`src/design/bgd_pkg.sv`:
```
// Package with constants and types for the bump gradient displacement block
package bgd_pkg;

  localparam int unsigned SIDE      = 256;
  localparam int unsigned STEP      = 2;
  localparam int unsigned OUT_SHIFT = 8;

  localparam int unsigned DELAY       = STEP * SIDE + STEP;
  localparam int unsigned FRAME_ITEMS = SIDE * SIDE + DELAY;
  localparam int unsigned POS_W       = $clog2(FRAME_ITEMS);
  localparam int unsigned COORD_W     = $clog2(SIDE);

  localparam int unsigned LINE1_DEPTH = STEP * SIDE;
  localparam int unsigned LINE1_AW    = $clog2(LINE1_DEPTH);
  localparam int unsigned LINE2_DEPTH = STEP * SIDE + STEP - 1;
  localparam int unsigned LINE2_AW    = $clog2(LINE2_DEPTH);

  localparam int unsigned HEIGHT_W = 8;
  localparam int unsigned GAIN_W   = 16;
  localparam int unsigned DISP_W   = 32;
  localparam int unsigned DIFF_W   = HEIGHT_W + 1;
  localparam int unsigned PROD_W   = DIFF_W + GAIN_W;
  localparam int unsigned FRAC_W   = 8;
  localparam int unsigned QUOT_W   = PROD_W - FRAC_W;
  localparam int unsigned FRAC_MASK = (1 << FRAC_W) - 1;

  localparam int unsigned QUEUE_DEPTH = 4;
  localparam int unsigned QUEUE_AW    = $clog2(QUEUE_DEPTH);
  localparam int unsigned QUEUE_CW    = $clog2(QUEUE_DEPTH + 1);

  localparam logic signed [GAIN_W-1:0] GAIN_RESET = 16'sd256;

  typedef enum logic {
    OP_PIXEL = 1'b0,
    OP_FLUSH = 1'b1
  } opcode_e;

  typedef struct packed {
    logic signed [DIFF_W-1:0] dx;
    logic signed [DIFF_W-1:0] dy;
    logic                     last;
  } bgd_job_t;

  typedef struct packed {
    logic [DISP_W-1:0] x_disp;
    logic [DISP_W-1:0] y_disp;
    logic              frame_end;
  } bgd_result_t;

endpackage

```
`src/design/bgd_queue.sv`:
```
// Short queue of difference jobs between the front and back ends
module bgd_queue (
  input  logic                         clk_i,
  input  logic                         rst_ni,
  input  logic                         push_i,
  input  bgd_pkg::bgd_job_t            job_i,
  input  logic                         pop_i,
  output bgd_pkg::bgd_job_t            job_o,
  output logic                         empty_o,
  output logic [bgd_pkg::QUEUE_CW-1:0] count_o
);
  import bgd_pkg::*;

  bgd_job_t            slot_q [QUEUE_DEPTH];
  logic [QUEUE_AW-1:0] wp_q, rp_q;
  logic [QUEUE_CW-1:0] cnt_q;

  always_ff @(posedge clk_i or negedge rst_ni) begin
    if (!rst_ni) begin
      wp_q  <= '0;
      rp_q  <= '0;
      cnt_q <= '0;
    end else begin
      if (push_i) begin
        wp_q <= wp_q + 1'b1;
      end
      if (pop_i) begin
        rp_q <= rp_q + 1'b1;
      end
      cnt_q <= cnt_q + QUEUE_CW'(push_i) - QUEUE_CW'(pop_i);
    end
  end

  always_ff @(posedge clk_i) begin
    if (push_i) begin
      slot_q[wp_q] <= job_i;
    end
  end

  assign job_o   = slot_q[rp_q];
  assign empty_o = cnt_q == '0;
  assign count_o = cnt_q;

endmodule

```
`config.mk`:
```
export PLATFORM = sky130hd
export DESIGN_NAME = bgd_queue
export DESIGN_NICKNAME = d
export VERILOG_FILES = /design/src/design/bgd_pkg.sv /design/src/design/bgd_queue.sv
export SDC_FILE = /design/constraint.sdc
export NUM_CORES = 1
export LEC_CHECK = 0
export BUFFER_PORTS_ARGS = -buffer_cell sky130_fd_sc_hd__buf_2
export CORE_ASPECT_RATIO = 2
export CORE_MARGIN = 8
export CORE_UTILIZATION = 56
export DETAILED_ROUTE_END_ITERATION = 8
export PLACE_DENSITY = 0.8
export SLEW_MARGIN = 20
export SYNTH_ARGS = -nofsm -noshare
export SYNTH_HDL_FRONTEND = slang
export SYNTH_SLANG_ARGS = --single-unit
```
`constraint.sdc`:
```
create_clock -name clk_i -period 2.25 [get_ports clk_i]
set_input_delay 0.1125 -clock clk_i [delete_from_list [all_inputs] [get_ports clk_i]]
set_output_delay 0.1125 -clock clk_i [all_outputs]
set_load 0.05 [all_outputs]
```
* Yosys cells after proc, flatten, opt, wreduce, memory -nomap -nowiden *
Memory sizes are Yosys's and may differ from the RTL's.
Cells that the tools add are included.

operators by class
  add/subtract/negate cells = 4
  mux-type cells = 2
  reductions and logical operators = 1

operators with widths
  operator               count
  $add A2 B1 Y2 const B  2
  $add A3 B1 Y3          1
  $logic_not A3 Y1       1
  $sub A3 B1 Y3          1
  $mux W1                2

word-level totals
  register bits = 7
  RAM bits = 76
  bits of input ports = 23
  output and inout port bits = 23
  memories kept = 1

memory list
  name    words  bits a word  rd ports  clocked after memory_dff  wr ports  line             RTL
  slot_q  4      19           1         0                         1         bgd_queue.sv:14  bgd_job_t slot_q [QUEUE_DEPTH];

* Longest topological paths before layout *
Gate-level depths: netlist of run 1.

  depth in word-level cells = 2
  gate-level depth with buffers = 7

* Least setup slack after synthesis of run 1 *
Ideal clock, no wire load.

  kind = reg-to-reg
  start point = register cnt_q[0], in the netlist count_o[0]
  end point = register cnt_q[2], in the netlist count_o[2]
  library setup time = 0.124 ns
  data arrival time = 1.831 ns
  required time = 2.126 ns
  setup slack = 0.295 ns
  cell stages (with the launch flop) = 8
  period minus slack after synthesis = 1.955 ns
  cell sequence = dfrtp_1 > inv_1 > ha_1 > inv_1 > ha_1 > fa_1 > xnor2_1 > xnor2_1

on the way
  longest elaborated chain between the ends = 2

RTL lines
  item                      line             RTL
  start: declaration        bgd_queue.sv:16  logic [QUEUE_CW-1:0] cnt_q;
  start signal: assignment  bgd_queue.sv:30  cnt_q <= cnt_q + QUEUE_CW'(push_i) - QUEUE_CW'(pop_i);
  $add A3 B1 Y3             bgd_queue.sv:30
  $sub A3 B1 Y3             bgd_queue.sv:30

No other way between the ends.
A chain may end at the register's enable or synchronous reset.

==> metrics.md, run 1 <==
| Metric | Value |
|---|---|
| Reg clk slew, reported paths | 0.07 ns |
| Fin area | 3880 um^2 |
| Buffer levels on the longest clock path | 2 |
| Yosys top cell area share | between 70% and 80% |
| Syn nets | 162 |
| Initial Util | between 50% and 60% |
| Pins Over Slew Limit | 0 |
| Period utilization | ~83% |
| Worst path arrival time | between 1.5 and 2 ns |
| Fillers | between 300 and 400 |
| Post-synthesis sequential area ratio | a little under 80% |
| IO Count | between 40 and 50 |
| Rows | 38 |
| Sequential Power Share | 39.5% |
| Antenna Cells | 0 |
| Clk Latency, worst-skew pair | between 0.3 and 0.4 ns |
| Worst EP required | 2.14 ns |
| Overall power | 5.44 mW |
| Type of the worst setup path | reg2out |
| Switching power | ~2.1 mW |
| Layout cell share with drive strength beyond 1 | between 40% and 50% |
| Flop2flop setup slack | 0.52 ns |
| Worst Setup End Kind | output port |
| WL/cell | 20.2 um |
| Final hold vios | 0 |
| DRC | 0 |
| Area leader, netlist | edfxtp_1 |
| Initial antenna violation count | 0 |
| Max-Slew Margin vs Limit | between 80 and 90% |
| Vias per cell | 5.51 |
| Post-DP HPWL | 3870 um |
| Logic gate share of total power | around 43% |
| GRT Overall Usage | 15.3% |
| Pre-antenna DRT Iters | 4 |
| Num CTS Buffers | 9 |
| Period minus WS final | approximately 1.9 ns |
| Final Util | 71.5% |
| Cell count after synthesis | around 130 |
| Clock tree root driver cell | clkbuf_8 |
| Area Growth Syn to Fin | 24.1% |
| RSZ-0062 raised after global routing | no |
| Cell Area, Placed | roughly 3500 um^2 |
| Syn. warnings | 0 |
| Grt ovf | 0 |
| Vias | between 1,500 and 2,000 |
| LEAKAGE | 1.44 nW |
| Mapped cell area | between 3000 and 4000 um^2 |
| Max cap viols | 0 |
| Sw Ratio | between 30% and 40% |
| Chip height | approximately 120 um |
| Worst Slack Setup Final | around 0.38 ns |
| Hold Path Class | in2reg |
| Post-synthesis register bit count | between 80 and 90 |
| Routed WL | 5690 um |
| Fin Hold WS | about 0.047 ns |
| Worst-Margin Slew | roughly 0.27 ns |
| Pwr Density | roughly 1400 nW/um^2 |
| Clock sink total | 83 |
| P_int | about 3.3 mW |
| CP max FO | 11 |
| DRT iter0 DRCs | 79 |
| Antenna Violating Nets Remaining | 0 |
| CTS tree | done |
| Mean Syn Cell Area | ~24 um^2 |
| RePlAce Congestion | approximately 0.7 |
| Pre-CTS setup slack | around 0.5 ns |
| First-pass GRT wire length | around 9100 um |
| Clock Power Share | ~18% |
| Peak VDD IR | between 0.0015 and 0.002 V |
| Fin Setup TNS | 0 ns |
| Status | completed |
| Placeable Area | between 5000 and 6000 um^2 |
| Die width | about 69 um |
| Port Buffers | between 40 and 50 |
| Final net count | around 250 |
| Top cells by area, synth | edfxtp_1 73%, mux4_2 13%, dfrtp_1 5.6% |
| Inst Count DP | between 200 and 250 |
| Die area | 8370 um^2 |
| Post-Layout Cell Count | roughly 280 |
| # setup viols final | 0 |
| Largest net degree at the start of global routing | 14 |
| Vias in the first global route | about 1,800 |
| Count of cell types in the netlist | 15 |
| Crit path launch type | register |
| Maximum clock frequency | between 500 and 600 MHz |
| Worst Skew | 0.00293 ns |
| Post-CTS Resized | 0 |
| Max H-tree Level | 3 |
-- Yosys cell counts, drive strengths merged --
master	count
edfxtp	76
mux4	19
dfrtp	7
ha	6
inv	6
and2	4
buf	4
xnor2	3
nand2	2
xor2	2
fa	1
nor3	1
o21ai	1
-- power by group through the flow --
stage               clock network, mW  logic, mW  registers, mW
CTS                              1.00       2.37           2.15
finish                          0.974       2.32           2.15
floorplan                           0       1.70           2.25
detailed placement                  0       2.33           2.18
global placement                    0       2.25           2.14
global route                     1.06       2.47           2.17
-- placed cells by master, fill, tap and decap left out, drive strengths merged --
| cell | count |
|---|---|
| nor3 | 1 |
| and2 | 4 |
| xor2 | 2 |
| clkinvlp | 1 |
| dlygate4sd3 | 21 |
| inv | 6 |
| fa | 1 |
| clkbuf | 10 |
| dfrtp | 7 |
| edfxtp | 76 |
| xnor2 | 3 |
| ha | 6 |
| mux4 | 19 |
| nand2 | 2 |
| bufinv | 1 |
| o21ai | 1 |
| clkinv | 4 |
| buf | 57 |
-- final cells by class --
class / count / area, um^2 / share of cell area [%]
Sequential cell: 83 / 2460 / 63.4
Multi-Input combinational cell: 39 / 613 / 15.8
Timing Repair Buffer: 78 / 526 / 13.6
Clock buffer: 10 / 128 / 3.29
Tap cell: 60 / 75.1 / 1.94
Clock inverter: 6 / 56.3 / 1.45
Inverter: 6 / 22.5 / 0.581
-- critical path, stage by stage (launching register included) --
cell,delay (ns)
dfrtp_1,0.37
buf_4,0.25
mux4_1,0.57
buf_2,0.22
-- state kept, by name, summed over array words and instances, names as in the netlist --
signal,cells
rp_q,2
count_o,3
wp_q,2
slot_q,76
-- logic make-up (layout without fill, tap and decap cells) --
family,Yosys count,after routing,share of synthesized area (%)
fa+ha+maj,7,7,3.04
simple gates,7,7,1.20
xor+xnor,5,5,1.40
compound gates,1,1,0.160
flops,83,83,78.6
mux,19,19,13.8
buf+inv,10,100,1.76
-- metal layers --
metal / global-route usage (%) / share of wire (%) / vias up
met5: 0 / 0 / -
met4: 6.45 / 2.0 / 0
met3: 4.05 / 5.3 / 12
met2: 27.6 / 57 / 43
met1: 15.8 / 36 / 799
li1: - / - / 701
-- worst paths after layout --
| kind | from | end | depth (start not counted) |
|---|---|---|---|
| worst max-delay path | rp_q[0]$_DFFE_PN0P_ | job_o[18] | 3 |
| worst min-delay path | push_i | wp_q[0]$_DFFE_PN0P_ | 2 |
| worst max register to register | count_o[0]$_DFF_PN0_ | count_o[2]$_DFF_PN0_ | 7 |
| worst min register to register | wp_q[0]$_DFFE_PN0P_ | wp_q[0]$_DFFE_PN0P_ | 1 |
| max in group asynchronous | rst_ni | rp_q[1]$_DFFE_PN0P_ | 2 |
| min in group asynchronous | rst_ni | count_o[2]$_DFF_PN0_ | 2 |
-- timing repair --
| item | CTS | global route |
|---|---|---|
| hold buffers | 21 | 0 |
| hold endpoints to repair | 83 | 0 |
| setup buffers | 0 | 0 |
No activity file was read; power rests on OpenSTA's default activity.
==> run 2, diff against run 1 <==
==> constraint.sdc (replaced) <==
create_clock -name clk_i -period 1.8 [get_ports clk_i]
set_input_delay 0.09 -clock clk_i [delete_from_list [all_inputs] [get_ports clk_i]]
set_output_delay 0.09 -clock clk_i [all_outputs]
set_load 0.05 [all_outputs]
==> run 2 against run 1 <==
  * Non-clock buffer count decreased by 2
  * Largest cell class unchanged
  * Via count about the same
  * Clock power increased by 44%
  * Total power increased by 33%
  * Global-route usage decreased by 0.24 points
  * Critical endpoint is now job_o[4]
==> metrics.md, run 2 (synthesis gave the netlist of run 1 again) <==
| Metric | Value |
|---|---|
| Status | completed |
| Crit path launch type | register |
| Max H-tree Level | 3 (unchanged) |
| Routed WL | 5890 um (+3.4%) |
| Hold Path Class | in2reg |
| Final net count | 245 (-0.81%) |
| Sw Ratio | 38.7% (-0.78 points) |
| Worst-Margin Slew | 0.930 ns (+0.664 ns) |
| Num CTS Buffers | 9 (unchanged) |
| DRT iter0 DRCs | 76 (-3.8%) |
| CTS tree | done |
| Die width | 68.8 um (unchanged) |
| Initial Util | 57.7% (unchanged) |
| Rows | 38 (unchanged) |
| Final hold vios | 0 (unchanged) |
| Buffer levels on the longest clock path | 2 (unchanged) |
| Pre-antenna DRT Iters | 4 (unchanged) |
| Switching power | 2.79 mW (+30%) |
| Worst Slack Setup Final | 0.0583 ns (-0.322 ns) |
| Logic gate share of total power | 43.0% (+0.4 points) |
| WL/cell | 20.9 um (+3.7%) |
| Vias per cell | 5.53 (+0.29%) |
| Commonest non-fill, non-tap cell in the layout | edfxtp_1 |
| Largest net degree at the start of global routing | 20 (+6) |
| Most frequent cells in the layout | 76 x edfxtp_1, 33 x buf_2, 21 x dlygate4sd3_1 |
| Post-Layout Cell Count | 281 (-0.35%) |
| Period minus WS final | about 1.7 ns |
| Worst path arrival time | 1.65 ns (-0.11 ns) |
| Period utilization | 96.8% |
| Worst Skew | 0.00382 ns (+0.000887 ns) |
| P_int | 4.42 mW (+34%) |
| Top reg by flops | slot_q |
| Clock tree root driver cell | clkbuf_8 |
| Clk Latency, worst-skew pair | 0.34 ns (about the same) |
| Critical Path Start | rp_q[0]$_DFFE_PN0P_ |
| R2r endpoint | slot_q[3][4]$_DFFE_PP_ |
| Clock Power Share | 19.4% (+1.5 points) |
| Worst Setup End Kind | output port |
| Type of the worst setup path | reg2out |
| Fillers | 316 (-8.9%) |
| CP Capture Point | job_o[4] |
| Max-Slew Margin vs Limit | 38.0% (-44 points) |
| RePlAce Congestion | 0.675 (-3.9%) |
| GRT Overall Usage | 15.1% (-0.24 points) |
| DR top layer | met4 |
| Final Util | 73.1% (+1.6 points) |
| Port Buffers | 45 (unchanged) |
| RSZ-0062 raised after global routing | yes |
| Initial antenna violation count | 1 (+1) |
| Pwr Density | 1820 nW/um^2 (+30%) |
| Inst Count DP | 241 (-1.6%) |
| Die area | 8370 um^2 (unchanged) |
| Chip height | 122 um (unchanged) |
| Met1 WL | 2150 um (+4.6%) |
| Worst EP required | 1.71 ns (-0.43 ns) |
| Cell Area, Placed | 3470 um^2 (-0.25%) |
| Antenna Violating Nets Remaining | 0 (unchanged) |
| LEAKAGE | 1.46 nW (+0.99%) |
| Maximum clock frequency | 574 MHz |
| Clock sink total | 83 (unchanged) |
| Metal3 WL | 319 um (+6.3%) |
| Reg2reg path depth | 2 (-5) |
| CP max FO | 11 (unchanged) |
| Fin Setup TNS | 0 ns (unchanged) |
| Layout cell share with drive strength beyond 1 | 42.7% (+2.6 points) |
| Grt ovf | 0 (unchanged) |
| Post-DP HPWL | 3870 um (about the same) |
| # setup viols final | 0 (unchanged) |
| Pre-CTS setup slack | 0.0900 ns (-0.423 ns) |
| Sequential Power Share | 37.6% (-1.9 points) |
| Placeable Area | 5420 um^2 (unchanged) |
| DRC | 0 (unchanged) |
| Peak VDD IR | 0.00151 V (-3.3%) |
| Vias in the first global route | 1,706 (-6.7%) |
| Max cap viols | 0 (unchanged) |
| RR Startpoint | wp_q[0]$_DFFE_PN0P_ |
| Pins Over Slew Limit | 0 (unchanged) |
| Fin area | 3960 um^2 (+2.2%) |
| Area Growth Syn to Fin | 26.8% |
| Fin Hold WS | 0.0291 ns (-0.0178 ns) |
| Overall power | 7.21 mW (+33%) |
| Flop2flop setup slack | 0.09 ns (-0.43 ns) |
| Met2 Wirelength | 3320 um (+2.9%) |
| Reg clk slew, reported paths | 0.08 ns (about the same) |
| IO Count | 46 (unchanged) |
| Largest register FFs | 76 (unchanged) |
| First-pass GRT wire length | 9000 um (-1.5%) |
| Vias | 1,554 (-0.064%) |
[run 2: layout make-up]
type,instances,area (um^2),share of cell area (%)
flip-flops and latches,83,2460,62.1
multi-input cells,39,617,15.6
repair buffers,76,564,14.2
clock buffers,11,163,4.10
well taps,60,75.1,1.89
clock inverters,5,58.8,1.48
inverters,6,22.5,0.568
diodes,1,2.50,0.0632
[run 2: worst min-delay path by stage]
stage / start / end / slack [ns] / depth (start not counted)
after floorplan: rst_ni / count_o[0]$_DFF_PN0_ / -0.21 / 0
after global placement: rst_ni / wp_q[0]$_DFFE_PN0P_ / -0.07 / 1
after detailed placement: rst_ni / wp_q[1]$_DFFE_PN0P_ / -0.07 / 1
after CTS: push_i / wp_q[0]$_DFFE_PN0P_ / 0.01 / 2
after global routing: push_i / wp_q[0]$_DFFE_PN0P_ / 0.03 / 2
final: push_i / wp_q[0]$_DFFE_PN0P_ / 0.03 / 2
[run 2: power by group through the flow]
stage | Sequential [mW] | Combinational, mW | Clock [mW]
floorplan | 2.82 | 2.13 | 0
CTS | 2.71 | 3.03 | 1.42
global placement | 2.72 | 2.79 | 0
detailed placement | 2.76 | 2.89 | 0
finish | 2.71 | 3.10 | 1.40
global route | 2.75 | 3.25 | 1.49
[run 2: metal layers]
metal | up-vias | track usage (%)
li1 | 697 | -
met1 | 786 | 17.0
met2 | 62 | 25.4
met3 | 9 | 3.68
met4 | 0 | 7.59
met5 | - | 0
[run 2: what timing repair did]
item,4_1_cts,5_1_grt
setup endpoints to repair,17,9
buffers inserted,1,1
gates resized for setup,8,14
hold buffers,21,0
endpoints found under the hold margin,84,0
[run 2: critical path: stages, from the launching register on]
cell and delay, ns:
dfrtp_2 0.42, buf_12 0.17, mux4_2 0.50, clkbuf_4 0.22
