$ cat config.mk
export PLATFORM = sky130hd
export DESIGN_NAME = bgd_back
export DESIGN_NICKNAME = d
export VERILOG_FILES = /design/src/design/bgd_pkg.sv /design/src/design/bgd_back.sv
export SDC_FILE = /design/constraint.sdc
export NUM_CORES = 1
export LEC_CHECK = 0
export BUFFER_PORTS_ARGS = -buffer_cell sky130_fd_sc_hd__clkbuf_2
export CAP_MARGIN = 20
export CORE_UTILIZATION = 34
export DETAILED_ROUTE_END_ITERATION = 6
export SYNTH_ARGS = -nofsm -noshare
export SYNTH_HDL_FRONTEND = slang
export SYNTH_SLANG_ARGS = --single-unit
$ cat constraint.sdc
create_clock -name clk_i -period 3.2 [get_ports clk_i]
set_input_delay 0.32 -clock clk_i [delete_from_list [all_inputs] [get_ports clk_i]]
set_output_delay 0.32 -clock clk_i [all_outputs]
set_load 0.01 [all_outputs]
$ cat src/design/bgd_pkg.sv
// Package with constants and types for the bump gradient displacement block
package bgd_pkg;

  localparam int unsigned SIDE      = 256;
  localparam int unsigned STEP      = 2;
  localparam int unsigned OUT_SHIFT = 8;

  localparam int unsigned DELAY       = STEP * SIDE + STEP;
  localparam int unsigned FRAME_ITEMS = SIDE * SIDE + DELAY;
  localparam int unsigned POS_W       = $clog2(FRAME_ITEMS);
  localparam int unsigned COORD_W     = $clog2(SIDE);

  localparam int unsigned LINE1_DEPTH = STEP * SIDE;
  localparam int unsigned LINE1_AW    = $clog2(LINE1_DEPTH);
  localparam int unsigned LINE2_DEPTH = STEP * SIDE + STEP - 1;
  localparam int unsigned LINE2_AW    = $clog2(LINE2_DEPTH);

  localparam int unsigned HEIGHT_W = 8;
  localparam int unsigned GAIN_W   = 16;
  localparam int unsigned DISP_W   = 32;
  localparam int unsigned DIFF_W   = HEIGHT_W + 1;
  localparam int unsigned PROD_W   = DIFF_W + GAIN_W;
  localparam int unsigned FRAC_W   = 8;
  localparam int unsigned QUOT_W   = PROD_W - FRAC_W;
  localparam int unsigned FRAC_MASK = (1 << FRAC_W) - 1;

  localparam int unsigned QUEUE_DEPTH = 4;
  localparam int unsigned QUEUE_AW    = $clog2(QUEUE_DEPTH);
  localparam int unsigned QUEUE_CW    = $clog2(QUEUE_DEPTH + 1);

  localparam logic signed [GAIN_W-1:0] GAIN_RESET = 16'sd256;

  typedef enum logic {
    OP_PIXEL = 1'b0,
    OP_FLUSH = 1'b1
  } opcode_e;

  typedef struct packed {
    logic signed [DIFF_W-1:0] dx;
    logic signed [DIFF_W-1:0] dy;
    logic                     last;
  } bgd_job_t;

  typedef struct packed {
    logic [DISP_W-1:0] x_disp;
    logic [DISP_W-1:0] y_disp;
    logic              frame_end;
  } bgd_result_t;

endpackage

$ cat src/design/bgd_back.sv
// Back end: gain multiply, truncating rescale, shift and result queue
module bgd_back (
  input  logic                              clk_i,
  input  logic                              rst_ni,
  input  logic signed [bgd_pkg::GAIN_W-1:0] gain_i,
  input  logic                              job_valid_i,
  input  bgd_pkg::bgd_job_t                 job_i,
  output logic                              job_pop_o,
  input  logic                              pop_i,
  output logic                              empty_o,
  output bgd_pkg::bgd_result_t              result_o
);
  import bgd_pkg::*;

  function automatic logic [DISP_W-1:0] scale(input logic signed [PROD_W-1:0] prod);
    logic signed [PROD_W-1:0] biased;
    logic signed [QUOT_W-1:0] quo;
    logic signed [DISP_W-1:0] wide;
    biased = prod[PROD_W-1] ? prod + $signed(PROD_W'(FRAC_MASK)) : prod;
    quo    = QUOT_W'(biased >>> FRAC_W);
    wide   = DISP_W'(quo);
    return wide << OUT_SHIFT;
  endfunction

  logic signed [PROD_W-1:0] prod_x_q, prod_y_q;
  logic                     s1_last_q, s1_valid_q;
  bgd_result_t              res_q [QUEUE_DEPTH];
  logic [QUEUE_AW-1:0]      wp_q, rp_q;
  logic [QUEUE_CW-1:0]      cnt_q;
  logic [QUEUE_CW:0]        used;
  logic                     take, out_pop;
  bgd_result_t              res_in;

  assign used      = {1'b0, cnt_q} + {{QUEUE_CW{1'b0}}, s1_valid_q};
  assign take      = job_valid_i && (used < (QUEUE_CW+1)'(QUEUE_DEPTH));
  assign job_pop_o = take;
  assign empty_o   = cnt_q == '0;
  assign out_pop   = pop_i && !empty_o;

  assign res_in.x_disp    = scale(prod_x_q);
  assign res_in.y_disp    = scale(prod_y_q);
  assign res_in.frame_end = s1_last_q;

  always_ff @(posedge clk_i or negedge rst_ni) begin
    if (!rst_ni) begin
      s1_valid_q <= 1'b0;
      wp_q       <= '0;
      rp_q       <= '0;
      cnt_q      <= '0;
    end else begin
      s1_valid_q <= take;
      if (s1_valid_q) begin
        wp_q <= wp_q + 1'b1;
      end
      if (out_pop) begin
        rp_q <= rp_q + 1'b1;
      end
      cnt_q <= cnt_q + QUEUE_CW'(s1_valid_q) - QUEUE_CW'(out_pop);
    end
  end

  always_ff @(posedge clk_i) begin
    if (take) begin
      prod_x_q  <= job_i.dx * gain_i;
      prod_y_q  <= job_i.dy * gain_i;
      s1_last_q <= job_i.last;
    end
    if (s1_valid_q) begin
      res_q[wp_q] <= res_in;
    end
  end

  assign result_o = res_q[rp_q];

endmodule

# Word-level counts from Yosys, hierarchy flattened
# Memories as Yosys holds them, arrays and structs flattened.
# Cells that the tools add are included.
[word_totals]
regBits = 59
ram_bits = 196
output_inout_bits = 67
wordCells = 26
memories = 1
[op_classes]
n_addsub = 7
multipliers = 2
order_cmp = 1
n_mux = 4
n_reduce_logical = 4
[mem_list]
columns = ["name", "words", "width", "read_ports", "rd_ports_with_merged_regs", "wr", "line", "rtl"]
rows = [
  ["res_q", 4, 49, 1, 0, 1, "bgd_back.sv:27", "bgd_result_t res_q [QUEUE_DEPTH];"],
]
[ops]
columns = ["cell", "count"]
rows = [
  ["adder 25 x 9 -> 25 bit, second input constant", 2],
  ["multiplier 9 x 16 -> 25 bit", 2],
  ["2-to-1 mux 25 bit", 2],
  ["adder 2 x 1 -> 2 bit, second input constant", 2],
  ["adder 3 x 1 -> 4 bit", 1],
  ["< comparator 4 x 3 -> 1 bit, second input constant", 1],
  ["adder 3 x 1 -> 3 bit", 1],
  ["logical NOT 3 bit", 1],
  ["subtractor 3 x 1 -> 3 bit", 1],
  ["logical AND 1 bit", 2],
  ["2-to-1 mux 1 bit", 2],
  ["logical NOT 1 bit", 1],
]

# Depth between registers and ports, before layout
# Gate-level depths: netlist of the first run.
[logic_depth]
ltp_word = 4
depth_mapped = 20

# Worst setup path before layout of the first run
# OpenSTA, ideal clock, no wires.
[synth_timing]
path_type = "input to register"
start = "in job_i[10] in the netlist's numbering"
end = "reg prod_x_q[24], data pin"
arrival_time_ps = 4775
setup_slack_ps = -1833
cell_stages = 18
n_path_buf = 1
path_cell_list = "clkbuf_1 > nand2_1 > fa_1 > inv_1 > fa_1 > inv_1 > fa_1 > inv_1 > fa_1 > fa_1 > ha_1 > and2_1 > a311o_1 > o21ai_4 > o21bai_4 > a211oi_4 > o21ai_2 > xnor2_1"
[synth_between]
elab_chain_len = 1
[synth_lines]
columns = ["item", "line", "rtl"]
rows = [
  ["start, declared", "bgd_back.sv:7", "input bgd_pkg::bgd_job_t job_i,"],
  ["multiplier 9 x 16 -> 25 bit", "bgd_back.sv:64", "prod_x_q <= job_i.dx * gain_i;"],
  ["end signal, assigned", "bgd_back.sv:64", ""],
  ["end, declared", "bgd_back.sv:25", "logic signed [PROD_W-1:0] prod_x_q, prod_y_q;"],
]
# Every way passes these cells.
# A chain may end at the register's enable or synchronous reset.

# Final worst setup path of the first run
[layout_timing]
start = "in gain_i[7] in the netlist's numbering"
end = "reg prod_x_q[24], data pin"
[layout_between]
elab_chain_len = 1
[layout_lines]
columns = ["item", "line", "rtl"]
rows = [
  ["start, declared", "bgd_back.sv:5", "input logic signed [bgd_pkg::GAIN_W-1:0] gain_i,"],
  ["multiplier 9 x 16 -> 25 bit", "bgd_back.sv:64", ""],
]
# Every way passes these cells.

==> metrics, run 1 <==
number of global-route vias before repair 12200; syn_area_per_cell 12.1 um^2; fraction of the cycle the final worst path needs 1.38; number of buffers on the longest clock path 2; power density over the cells 1120 mW/mm^2; transition time at the pin with the least slew margin 0.628 ns; WHS 0.0550 ns; count of different cell masters after synthesis 55; Post-Place Worst Slack -1.92 ns; number of enable flip-flop cells after synthesis 191; wire length after detailed routing 37.4 mm; Inserted Clock Buffers 17; Total Nets Final 2112; FF+latch count, synth 199; DRC 0; grt peak-use layer met2; failing checks setup timing; highest clock rate 227 MHz; Crit Path Class input pin to flip-flop; via count 11200; portion of synthesized cell area occupied by the leading cell type 0.329; final cell utilization of the core 0.444; antenna violations before repair 0; grt met2 use 0.257; register clock-pin slew on the reported worst setup and hold paths 0.07 ns; worst path required time 3.41 ns; portion of the post-synthesis area used by sequential elements 0.340; count of antenna diodes in the layout 0; Die ar. 0.0522 mm^2; nature of the critical path startpoint input pin; # port buffers 89; Worst Reg-to-Reg Cells 6; Layout fillers 4600; Maximum Capacitance Violations 0; total of warnings raised by yosys 0; Wirelength per Cell 15.5 um; Worst VDD drop 0.000693 V; setup slack on the worst flop-to-flop path 1.09 ns; Worst-Skew Late Latency 0.46 ns; total I/O pin count 106; GR Util All Layers 0.152; most repeated cell in the gate-level netlist after synthesis sky130_fd_sc_hd__fa_1; share of layout cells above drive strength 1 0.309; final max-slew violation count 0; total power consumption of the routed design 24.9 mW; cells taking the most area after synthesis sky130_fd_sc_hd__edfxtp_1, sky130_fd_sc_hd__fa_1, sky130_fd_sc_hd__ha_1; cell leakage power 9.70 nW; endpoint type of the worst setup path flip-flop; final weighted congestion in routability-driven placement 0.827; post-DR vias/cell 4.65; crit-path max FO 7; hold worst-path end s1_last_q; reg-to-reg critical path startpoint prod_x_q[11]; final hold violations 0; Core Footprint 0.0504 mm^2; horizontal die dimension 229 um; RR Endpoint res_q[3][37]; clock root buffer sky130_fd_sc_hd__clkbuf_16; setup TNS -32.54 ns; Cell Area, Synth 0.0175 mm^2; post-synthesis async set-or-reset flop share 0.0402; instance count of the mapped netlist 1446; fin worst setup slack -1.21 ns; Final HPWL DP 29.6 mm; max_slew headroom 0.578; Hold Startpoint job_i[0]; Primary FF master, synth sky130_fd_sc_hd__edfxtp_1; H-Tree Depth 4; starting density of the core 0.346; DR iter-0 viols 449; largest area contributor in the netlist sky130_fd_sc_hd__edfxtp_1; Hold/Removal Path Class input pin to flip-flop; overflow left after global routing 0; synth cell count leaders sky130_fd_sc_hd__fa_1, sky130_fd_sc_hd__inv_1, sky130_fd_sc_hd__edfxtp_1; Std-Cell Rows 82; outcome finished with violations; number of sinks driven by the clock tree 199; clock tree from TritonCTS built; met3 demand-to-capacity share in global routing 0.0237; Hold Path Depth 1; post-layout min period 4.41 ns; unrepaired setup endpoints after global routing yes; residual antenna-violating net count after detailed routing 0; pin count of the biggest net entering global routing 28; iteration count of the initial detailed-routing pass 5; clock skew after layout 0.0146 ns; wire length of the first global-routing pass 63.0 mm; met1 usage in global routing 0.203; Die Span Y 229 um; WP data arrival 4.61 ns; final count of negative-setup-slack endpoints 38; signed area change from the synthesized netlist to the final layout 28.0%
-- sequential cells by signal, indices dropped and copies added, names as in the netlist --
| register | cells |
|---|---|
| res_q | 140 |
| prod_x_q | 25 |
| prod_y_q | 25 |
| cnt_q | 3 |
| rp_q | 2 |
| wp_q | 2 |
| s1_last_q | 1 |
| s1_valid_q | 1 |
-- cell type report --
cell class | instances | area [um^2] | area share
Multi-Input combinational cell | 990 | 11400 | 0.510
Tap cell | 672 | 841 | 0.0376
Timing Repair Buffer | 318 | 2850 | 0.127
Clock inverter | 15 | 159 | 0.00711
Sequential cell | 199 | 5940 | 0.266
Inverter | 197 | 742 | 0.0332
Clock buffer | 17 | 425 | 0.0190
-- critical path, cell delays in order --
cell and delay (ns):
sky130_fd_sc_hd__clkbuf_16 0.14, sky130_fd_sc_hd__buf_6 0.10, sky130_fd_sc_hd__nand2_2 0.04, sky130_fd_sc_hd__fa_1 0.49, sky130_fd_sc_hd__inv_2 0.04, sky130_fd_sc_hd__fa_1 0.47, sky130_fd_sc_hd__inv_1 0.05, sky130_fd_sc_hd__fa_1 0.47
sky130_fd_sc_hd__inv_1 0.05, sky130_fd_sc_hd__fa_2 0.35, sky130_fd_sc_hd__fa_1 0.58, sky130_fd_sc_hd__ha_4 0.22, sky130_fd_sc_hd__and2_4 0.13, sky130_fd_sc_hd__a311o_1 0.32, sky130_fd_sc_hd__o21ai_4 0.22, sky130_fd_sc_hd__o21bai_4 0.13
sky130_fd_sc_hd__a211oi_4 0.28, sky130_fd_sc_hd__o21ai_2 0.09, sky130_fd_sc_hd__xnor2_1 0.12
-- per-stage QoR --
stage | instances | cell area, um^2
2_1_floorplan | 1461 | 18100
3_3_place_gp | 2341 | 20200
3_5_place_dp | 2341 | 20200
4_1_cts | 2395 | 21900
5_1_grt | 2408 | 22300
6_report | 2408 | 22300
-- worst max path at each step --
| stage | from | end | slack [ns] | depth (start not counted) |
|---|---|---|---|---|
| after floorplan | gain_i[3] | prod_x_q[24] | -1.52 | 16 |
| after global placement | gain_i[3] | prod_x_q[22] | -1.83 | 16 |
| after detailed placement | gain_i[2] | prod_y_q[24] | -1.92 | 16 |
| after CTS | gain_i[0] | prod_y_q[24] | -1.23 | 17 |
| after global routing | gain_i[8] | prod_y_q[24] | -1.36 | 17 |
| final | gain_i[7] | prod_x_q[24] | -1.21 | 19 |
-- timing repair --
action,4_1_cts,5_1_grt
endpoints found under the hold margin,8,0
hold buffers,1,0
setup endpoints to repair,38,38
gates resized for setup,175,78
pin swaps,82,58
buffers inserted,22,16
-- layout by cell type (no fill, tap or decap), types with 33 or more instances in the layout --
master,netlist,layout
sky130_fd_sc_hd__and2_1,137,126
sky130_fd_sc_hd__buf_4,30,172
sky130_fd_sc_hd__buf_6,0,45
sky130_fd_sc_hd__clkbuf_2,0,57
sky130_fd_sc_hd__edfxtp_1,191,191
sky130_fd_sc_hd__fa_1,239,229
sky130_fd_sc_hd__ha_1,111,76
sky130_fd_sc_hd__ha_4,0,33
sky130_fd_sc_hd__inv_1,197,186
sky130_fd_sc_hd__mux4_2,35,35
sky130_fd_sc_hd__nand2_1,150,133
sky130_fd_sc_hd__nor2_1,52,45
sky130_fd_sc_hd__xnor2_1,64,57
-- power breakdown --
group	leakage [nW]	switching, mW	total [mW]	internal [mW]
Sequential	1.84	0.371	4.87	4.50
Clock	0.287	1.03	2.14	1.11
Combinational	7.57	8.56	17.9	9.37
-- metal layers --
| layer | share of wire | wire length [um] |
|---|---|---|
| met1 | 0.45 | 17000 |
| met2 | 0.50 | 18800 |
| met3 | 0.035 | 1320 |
| met4 | 0.0089 | 332 |
| met5 | 0 | 0 |
-- cell families (layout without fill, tap and decap cells) --
kind of cell,after synthesis,after routing,share of synthesized area
buf+inv,272,547,0.0652
fa+ha+maj,350,350,0.354
other cells,1,16,0.000215
xor+xnor,81,81,0.0406
compound gates,96,96,0.0377
simple gates,411,411,0.117
mux,36,36,0.0457
flops,199,199,0.340
(Power assumes the default switching activity.)
==> run 2: changes to the inputs <==
Settings changed: CORE_UTILIZATION 34 to 55, PLACE_DENSITY set to 0.73.
==> run 2 against run 1 <==
The flow still finishes with violations (setup timing). Worst setup slack got worse by 0.17 ns. Critical path depth shrank 2. Total power increased by 2.0%. Combinational power up 2%. Via count grew 4.8%. Die area fell by 38%. Cell count shrank 11%. Cell area shrank 1.4%. Critical endpoint is now prod_x_q[14].
==> metrics, run 2 (synthesis gave the netlist of run 1 again) <==
Inserted Clock Buffers 17 (unchanged); clock network fraction of total power 0.082 (was 0.086); signed area change from the synthesized netlist to the final layout 26.2% (was 28.0%); highest clock rate 219 MHz (was 227 MHz); wire length after detailed routing 38.7 mm (was 37.4 mm); dpl cells 2061 (was 2341); share of layout cells above drive strength 1 0.315 (was 0.309); cells along the critical path clkbuf_16, nand2b_4, fa_2, fa_1, inv_1, fa_1, fa_1, fa_1, ha_4, and2_4, a311o_1, o21ai_4, buf_6, buf_6, o21bai_4, a21oi_2, xnor2_1 (was clkbuf_16, buf_6, nand2_2, fa_1, inv_2, fa_1, inv_1, fa_1, inv_1, fa_2, fa_1, ha_4, and2_4, a311o_1, o21ai_4, o21bai_4, a211oi_4, o21ai_2, xnor2_1); number of flip-flops under the largest register name 140 (unchanged); Buffers & Inverters on Critical Path 4 (was 5); first element of the critical path gain_i[0] (was gain_i[7]); starting density of the core 0.565 (was 0.346); overflow left after global routing 0 (unchanged); Worst path top cell family by delay adder cells (unchanged); final hold violations 0 (unchanged); residual antenna-violating net count after detailed routing 0 (unchanged); total power consumption of the routed design 25.4 mW (was 24.9 mW); final max-slew violation count 0 (unchanged); clock skew after layout 0.0120 ns (was 0.0146 ns); crit-path max FO 4 (was 7); via count 11700 (was 11200); clock root buffer sky130_fd_sc_hd__clkbuf_16 (unchanged); register clock-pin slew on the reported worst setup and hold paths 0.07 ns (about the same); Final HPWL DP 27.1 mm (was 29.6 mm); Maximum Capacitance Violations 0 (unchanged); clock tree from TritonCTS built (unchanged); endpoint type of the worst setup path flip-flop (unchanged); outcome finished with violations (unchanged); Hold/Removal Path Class input pin to flip-flop (unchanged); Worst VDD drop 0.000866 V (was 0.000693 V); Core Footprint 0.0309 mm^2 (was 0.0504 mm^2); register bank with the most flops res_q (unchanged); reg-to-reg critical path startpoint prod_x_q[11] (unchanged); number of buffers on the longest clock path 2 (unchanged); max_slew headroom 0.325 (was 0.578); part of the total power dissipated in combinational logic 0.721 (was 0.719); pin count of the biggest net entering global routing 52 (was 28); Crit Path Class input pin to flip-flop (unchanged); Worst-Skew Late Latency 0.45 ns (was 0.46 ns); Wirelength per Cell 18.1 um (was 15.5 um); WP data arrival 4.76 ns (was 4.61 ns); power density over the cells 1150 mW/mm^2 (was 1120 mW/mm^2); wire length of the first global-routing pass 62.7 mm (was 63.0 mm); worst path required time 3.39 ns (was 3.41 ns); nature of the critical path startpoint input pin (unchanged); Slowest-stage cell, CP sky130_fd_sc_hd__fa_2 (was sky130_fd_sc_hd__fa_1); Std-Cell Rows 64 (was 82); count of antenna diodes in the layout 0 (unchanged); fin worst setup slack -1.37 ns (was -1.21 ns); switching part of the total 0.406 (was 0.399); critical path's most frequent cell sky130_fd_sc_hd__fa_1 (unchanged); number of sinks driven by the clock tree 199 (unchanged); iteration count of the initial detailed-routing pass 5 (unchanged); RR Endpoint res_q[2][37] (was res_q[3][37]); # port buffers 89 (unchanged); internal power consumption 15.1 mW (was 15.0 mW); setup slack on the worst flop-to-flop path 0.99 ns (was 1.09 ns); post-route non-filler standard cell count 2135 (was 2408); H-Tree Depth 4 (unchanged); GR Util All Layers 0.247 (was 0.152); most common cell after layout, fill and taps aside sky130_fd_sc_hd__fa_1 (unchanged); number of global-route vias before repair 12400 (was 12200); fraction of the cycle the final worst path needs 1.43 (was 1.38); Critical Path Stages 17 (was 19); final weighted congestion in routability-driven placement 0.854 (was 0.827); Worst Reg-to-Reg Cells 6 (unchanged); Total Nets Final 2115 (was 2112); Critical Path End prod_x_q[14] (was prod_x_q[24]); post-DR vias/cell 5.50 (was 4.65); cell leakage power 9.69 nW (was 9.70 nW); portion of total power attributed to sequential cells 0.197 (was 0.195); leading cell types in the layout, fill and taps excluded sky130_fd_sc_hd__fa_1, sky130_fd_sc_hd__edfxtp_1, sky130_fd_sc_hd__inv_1, sky130_fd_sc_hd__buf_4, sky130_fd_sc_hd__nand2_1 (unchanged); horizontal die dimension 180 um (was 229 um); Die ar. 0.0325 mm^2 (was 0.0522 mm^2); Die Span Y 180 um (was 229 um); Layout fillers 1988 (was 4600); total I/O pin count 106 (unchanged); Post-Place Cell Area 0.0199 mm^2 (was 0.0202 mm^2); cell area after layout 0.0220 mm^2 (was 0.0223 mm^2); DR iter-0 viols 833 (was 449); total net switching power 10.3 mW (was 9.96 mW); WHS 0.0822 ns (was 0.0550 ns); final count of negative-setup-slack endpoints 38 (unchanged); failing checks setup timing (unchanged); Top Registers res_q: 140 flops, prod_x_q: 25 flops, prod_y_q: 25 flops (unchanged); unrepaired setup endpoints after global routing yes (unchanged); worst stage delay on the critical path 0.61 ns (was 0.58 ns); antenna violations before repair 0 (unchanged); DRC 0 (unchanged); transition time at the pin with the least slew margin 1.01 ns (was 0.628 ns); post-layout min period 4.57 ns (was 4.41 ns)
## run 2: worst min path at each step
stage                     cells past startpoint         end      from
after global placement                        1  s1_valid_q    rst_ni
final                                         1   s1_last_q  job_i[0]
after CTS                                     1   s1_last_q  job_i[0]
after global routing                          1   s1_last_q  job_i[0]
after floorplan                               0    cnt_q[0]    rst_ni
after detailed placement                      1    cnt_q[2]    rst_ni
## run 2: per-layer routing
layer / track usage / wire length [um]
met5: 0 / 0
met3: 0.0366 / 2150
met1: 0.332 / 16200
met4: 0.0732 / 894
met2: 0.417 / 19500
## run 2: what timing repair did
| item | CTS | global route |
|---|---|---|
| gates resized for setup | 190 | 50 |
| hold endpoints to repair | 8 | 0 |
| pin swaps | 101 | 57 |
| hold buffers | 1 | 0 |
| setup endpoints to repair | 38 | 38 |
| cloned | 1 | 0 |
| setup buffers | 32 | 17 |
## run 2: power groups by stage
stage	registers, mW	clock network, mW	logic [mW]
finish	5.02	2.08	18.3
global route	5.09	2.19	20.1
CTS	5.00	2.10	17.0
detailed placement	5.05	0	14.5
global placement	4.99	0	14.1
floorplan	4.81	0	10.1
## run 2: cell type report
type | instances | area, um^2 | share of cell area
repair buffers | 321 | 2870 | 0.130
clock inverters | 15 | 144 | 0.00653
clock buffers | 17 | 425 | 0.0193
flip-flops and latches | 199 | 5940 | 0.270
inverters | 197 | 742 | 0.0337
multi-input cells | 990 | 11400 | 0.518
well taps | 396 | 495 | 0.0225
## run 2: per-stage QoR
stage          utilization  setup TNS [ns]  worst slack, ns
2_1_floorplan            -          -38.24            -1.52
3_3_place_gp         0.644          -54.88            -1.80
3_5_place_dp         0.644          -56.22            -1.88
4_1_cts              0.703          -30.68            -1.20
5_1_grt              0.713          -38.69            -1.44
6_report             0.713          -35.36            -1.37
